--- config.mk ---
export PLATFORM = sky130hd
export DESIGN_NAME = hd_isqrt
export DESIGN_NICKNAME = d
export VERILOG_FILES = /design/src/hw/rtl/haversine_distance_assert.svh /design/src/hw/rtl/hd_pkg.sv /design/src/hw/rtl/hd_isqrt.sv
export SDC_FILE = /design/constraint.sdc
export NUM_CORES = 2
export LEC_CHECK = 0
export ABC_CLOCK_PERIOD_IN_PS = 4700
export BUFFER_PORTS_ARGS = -buffer_cell sky130_fd_sc_hd__buf_2
export CORE_ASPECT_RATIO = 0.5
export CORE_MARGIN = 2
export CORE_UTILIZATION = 64
export DETAILED_ROUTE_END_ITERATION = 8
export HOLD_SLACK_MARGIN = 0.05
export PLACE_DENSITY = 0.8
export SLEW_MARGIN = 20
export SYNTH_ARGS = -nofsm -noshare
export SYNTH_HDL_FRONTEND = slang
export SYNTH_SLANG_ARGS = --single-unit
--- constraint.sdc ---
create_clock -name i_clk -period 4.7 [get_ports i_clk]
set_clock_uncertainty 0.2 [all_clocks]
set_input_delay 0.47 -clock i_clk [delete_from_list [all_inputs] [get_ports i_clk]]
set_output_delay 0.47 -clock i_clk [all_outputs]
set_load 0.1 [all_outputs]
--- src/hw/rtl/haversine_distance_assert.svh ---
// ----------------------------------------------------------------------------
// Assertion macros for the haversine distance block
// Concurrent checks on i_clk that are switched off while i_rst_n is low.
// ----------------------------------------------------------------------------
`ifndef HAVERSINE_DISTANCE_ASSERT_SVH
`define HAVERSINE_DISTANCE_ASSERT_SVH

// The consequent must hold in the same cycle as the antecedent.
`define HD_ASSERT_IMPL(label, ante, cons) \
    label: assert property (@(posedge i_clk) disable iff (!i_rst_n) (ante) |-> (cons)) \
        else $error("haversine distance check failed");

// The consequent must hold in the cycle after the antecedent.
`define HD_ASSERT_NEXT(label, ante, cons) \
    label: assert property (@(posedge i_clk) disable iff (!i_rst_n) (ante) |=> (cons)) \
        else $error("haversine distance check failed");

`endif

--- src/hw/rtl/hd_pkg.sv ---
// ----------------------------------------------------------------------------
// hd_pkg
// Types, constants and the arctangent table of the haversine distance block.
// ----------------------------------------------------------------------------
package hd_pkg;

    localparam int CORDIC_STAGES = 24;
    localparam int CORDIC_N      = (CORDIC_STAGES > 32) ? 32 : CORDIC_STAGES;
    localparam int ROOT_STEPS    = 31;

    typedef logic        [33:0] t_bam;
    typedef logic signed [31:0] t_trig;
    typedef logic        [60:0] t_q60;
    typedef logic        [30:0] t_q30u;

    localparam logic        [30:0] DEG7_TO_BAM = 31'd1281023894;
    localparam logic        [30:0] PI8_Q32     = 31'd1686629713;
    localparam logic signed [32:0] ONE_Q30     = 33'sd1073741824;
    localparam logic signed [32:0] HALF_PI_Q30 = 33'sd1686629713;
    localparam logic signed [32:0] INV_GAIN    = 33'sd652032874;
    localparam logic        [30:0] DIST_SCALE  = 31'd1274200000;
    localparam t_q60               ONE_Q60     = 61'h1000_0000_0000_0000;
    localparam logic        [30:0] MAX_DIST_CM = 31'd2001509000;

    // Arctangent of 2^-i in Q30 radians.
    function automatic logic signed [32:0] atan_q30(input int i);
        logic signed [32:0] v;
        case (i)
            0:  v = 33'sd843314856;
            1:  v = 33'sd497837829;
            2:  v = 33'sd263043836;
            3:  v = 33'sd133525158;
            4:  v = 33'sd67021686;
            5:  v = 33'sd33543515;
            6:  v = 33'sd16775850;
            7:  v = 33'sd8388437;
            8:  v = 33'sd4194282;
            9:  v = 33'sd2097149;
            10: v = 33'sd1048575;
            default: begin
                if (i <= 30) v = 33'sd1 <<< (30 - i);
                else v = '0;
            end
        endcase
        return v;
    endfunction

endpackage

--- src/hw/rtl/hd_isqrt.sv ---
// ----------------------------------------------------------------------------
// hd_isqrt
// Pipelined digit-by-digit floor square root of a Q60 value, one bit a stage.
// ----------------------------------------------------------------------------
module hd_isqrt (
    input  logic          i_clk,
    input  logic          i_rst_n,
    input  logic          i_en,
    input  logic          i_valid,
    input  hd_pkg::t_q60  i_n,
    output logic          o_valid,
    output hd_pkg::t_q30u o_root
);
    localparam int S = hd_pkg::ROOT_STEPS;

    logic [60:0] r_n   [0:S];
    logic [60:0] r_res [0:S];
    logic [S:0]  r_v;

    always_ff @(posedge i_clk) begin
        if (!i_rst_n) begin
            r_v[0] <= 1'b0;
        end else if (i_en) begin
            r_v[0] <= i_valid;
        end
    end

    always_ff @(posedge i_clk) begin
        if (i_en) begin
            r_n[0]   <= i_n;
            r_res[0] <= '0;
        end
    end

    for (genvar k = 0; k < S; k++) begin : g_step
        logic [61:0] w_bit, w_sum;
        assign w_bit = 62'd1 << (2 * (S - 1 - k));
        assign w_sum = {1'b0, r_res[k]} + w_bit;

        always_ff @(posedge i_clk) begin
            if (!i_rst_n) begin
                r_v[k+1] <= 1'b0;
            end else if (i_en) begin
                r_v[k+1] <= r_v[k];
            end
        end

        always_ff @(posedge i_clk) begin
            if (i_en) begin
                if ({1'b0, r_n[k]} >= w_sum) begin
                    r_n[k+1]   <= r_n[k] - w_sum[60:0];
                    r_res[k+1] <= (r_res[k] >> 1) + w_bit[60:0];
                end else begin
                    r_n[k+1]   <= r_n[k];
                    r_res[k+1] <= r_res[k] >> 1;
                end
            end
        end
    end

    assign o_valid = r_v[S];
    assign o_root  = r_res[S][30:0];
endmodule

==> metrics.cfg <==
[run_status]
status=completed

[sta]
fin_crit_sh_pct=96.25
worst_pin_slew_ns=1.312
max_slew_margin_pct=11.29
setup_tns_ns=0
setup_viol=0
rsz0062_at_grt=false
max_freq_mhz=221.1
hold_viol_final=0
maxSlewViolCount=0
min_period_ns=4.524

[cts]
clk_pin_slew_ns=0.08
post-cts-setup-buffers=0
h-tree-depth=4
clock-sinks=2419
numCtsBuffers=209
cts_max_path_buffers=4
clk_latency_ns=0.90
root_buffer=clkbuf_16
cts_tree=built

[global_routing]
grt_pass1_wl_um=392100
grt_pass1_vias=73553
grt_overflow=0
grt_usage_pct=27.62
antenna_found_initial=1
grt_max_degree=218

[synthesis]
yosysUniqueCellTypes=91
synth_edf_count=2387
yosysMostFrequentCell=edfxtp_1
synth_top_area_share_pct=62.54
synthArstFlopShare_pct=0
synth_area_per_cell_um2=12.58
synth_fp_nets=9700
yosysWarnings=0
netlist_area_mm2=0.1146
synth_top_cell_by_area=edfxtp_1
yosys-top-cells-area=edfxtp_1 (63%), ha_1 (5.7%), xor2_1 (3.1%)
ys.flop_type=edfxtp_1
synth-seq-cells=2419
synth_common_cells=edfxtp_1 (2387), nand2_1 (708), inv_1 (631)
ys_seq_area_share_pct=63.10
syn_inst=9111

[drt]
wl_per_cell_um=21.08
drt_iter0_drc=5132
vias_per_cell=6.021
drc_errors=0
routed_wl_um=252200
first_pass_iters=6
antenna_left=0
vias=72011

[power_and_ir_drop]
clkPwrFrac_pct=29.0
p_int_w=0.04206
p_sw_w=0.01740
p_seq_share_pct=49.2
ir_worst_vdd_v=0.0005010
comb_power_share_pct=21.8
pwr_density_cell_mw_per_mm2=471.9
finalPower_w=0.05946
netSwitchingFraction_pct=29.26
leakagePower_nw=47.05

[placed_design]
post-dp-hpwl_um=177400
gp_congestion=1.001
portBuffers=96

[job]
drv_cap=0

[critical_path]
criticalPathCategory=flip-flop to flip-flop
path_cells=inv_1, ha_1, nand3_1, nor4_1, nand4_1, or4_1, and3_1, o31a_1, or4b_1, nor4b_1, xor2_1
end_kind=flip-flop
cp.required_ns=5.04
slowest_delay_ns=0.70
critPathArrivalTime_ns=4.86
crit_fanout=7
cp-start-kind=flip-flop
crit_slowest_cell=nor4_1

[die]
rows=109
die_height_um=303.2
dieWidth_um=602.5
core_area_mm2=0.1773
dieArea_mm2=0.1827
num_io_pins=97
initial_core_util_pct=64.64

[cells_and_area]
diodes=0
drive_gt1_share_pct=6.706
fin_nets=10014
fillCellCount=11586
syn2layout_area_growth_pct=9.957

[hold_path]
min_path_type=input port to flip-flop

power groups by stage:
stage                     Sequential (W)  Clock, W  Combinational, W
final                             0.0292    0.0173            0.0130
after global routing              0.0295    0.0183            0.0143
after CTS                         0.0291    0.0174            0.0128
after detailed placement          0.0296         0            0.0127
after global placement            0.0295         0            0.0125
after floorplan                   0.0290         0           0.00959
layer usage:
layer	routed length, µm	up-vias	track usage (%)
met3	9379	749	3.145
met1	87650	34536	27.60
met5	0	-	0
met4	19390	0	19.28
met2	135700	2107	53.79
li1	-	34619	-
cells by family after synthesis:
kind of cell	synth area share, %
muxes	0.8297
AOI/OAI and AO/OA	9.092
xor gates and xnor gates	6.182
adders and majority gates	5.727
and+or+nand+nor	12.27
buffers and inverters	2.797
DFF	63.10
worst paths after layout:
path                 start           to  slack [ns]  cells past startpoint
max          r_res[26][25]  r_n[1][712]        0.18                     11
min                 i_n[5]    r_n[0][5]        0.09                      2
max reg2reg  r_res[26][25]  r_n[1][712]        0.18                     11
min reg2reg     r_n[0][40]  r_n[0][101]        0.22                      0
what timing repair did:
item | in CTS | in global routing
gates resized for setup | 1 | 1
hold buffers | 79 | 0
setup endpoints to repair | 1 | 1
hold endpoints to repair | 112 | 0
cell type report:
class / instances / area [µm²] / share of cell area, %
multi-input combinational: 5845 / 39220 / 31.12
sequential: 2419 / 72320 / 57.39
clock inverter: 105 / 1075 / 0.8529
timing repair buffer: 318 / 2542 / 2.017
tap: 2386 / 2985 / 2.369
clock buffer: 255 / 5507 / 4.370
inverter: 632 / 2372 / 1.882
critical path: cells and delay by family, from the launching register on:
family	cells	cell delay, ns
AO/OA/AOI/OAI	1	0.16
XOR/XNOR	1	0.11
adder cells (fa/ha/maj)	1	0.40
buffers and inverters	1	0.07
flip-flops	1	0.41
AND/OR/NAND/NOR	7	2.88
registers in the layout, summed over array words and instances, names as in the netlist:
name,cells
o_valid,1
r_v,31
r_res,496
r_n,1891
metrics by stage:
| stage | utilization, % | setup WS (ns) | hold slack (ns) | area [µm²] | cells |
|---|---|---|---|---|---|
| CTS | 71.06 | 0.2409 | 0.05015 | 126000 | 11959 |
| detailed placement | 66.90 | -0.06980 | 0.2045 | 118600 | 11520 |
| floorplan | - | 0.5047 | 0.2003 | 114600 | 9111 |
| global route | 71.08 | 0.05904 | 0.05699 | 126000 | 11960 |
| global placement | 66.90 | -0.02993 | 0.2002 | 118600 | 11520 |
| finish | 71.08 | 0.1761 | 0.09205 | 126000 | 11960 |
cell usage in the layout (no fill, tap or decap), drive strengths merged, types with 20 or more instances in the layout:
cell type | synthesis | routed
nand3b | 23 | 23
nor3b | 20 | 20
or4 | 76 | 76
o21ai | 541 | 541
clkbuf | 192 | 255
xnor2 | 401 | 401
nor2b | 98 | 98
ha | 523 | 523
o21bai | 51 | 51
nand2 | 708 | 708
xor2 | 408 | 408
nand2b | 118 | 118
dlygate4sd3 | 0 | 79
o31a | 23 | 23
a211oi | 55 | 55
or2 | 44 | 44
nor3 | 266 | 266
nor4 | 312 | 312
nand4 | 143 | 143
o31ai | 26 | 26
dfxtp | 32 | 32
and2 | 24 | 24
a31oi | 50 | 50
a21o | 200 | 200
nand3 | 149 | 149
a21oi | 463 | 463
bufinv | 0 | 23
mux2i | 50 | 50
o211ai | 31 | 31
o21a | 84 | 84
nor4b | 55 | 55
buf | 23 | 239
inv | 632 | 634
and3 | 48 | 48
edfxtp | 2387 | 2387
mux2 | 40 | 40
nor2 | 503 | 503
or3 | 83 | 83
clkinv | 0 | 75
(Power assumes the default switching activity.)
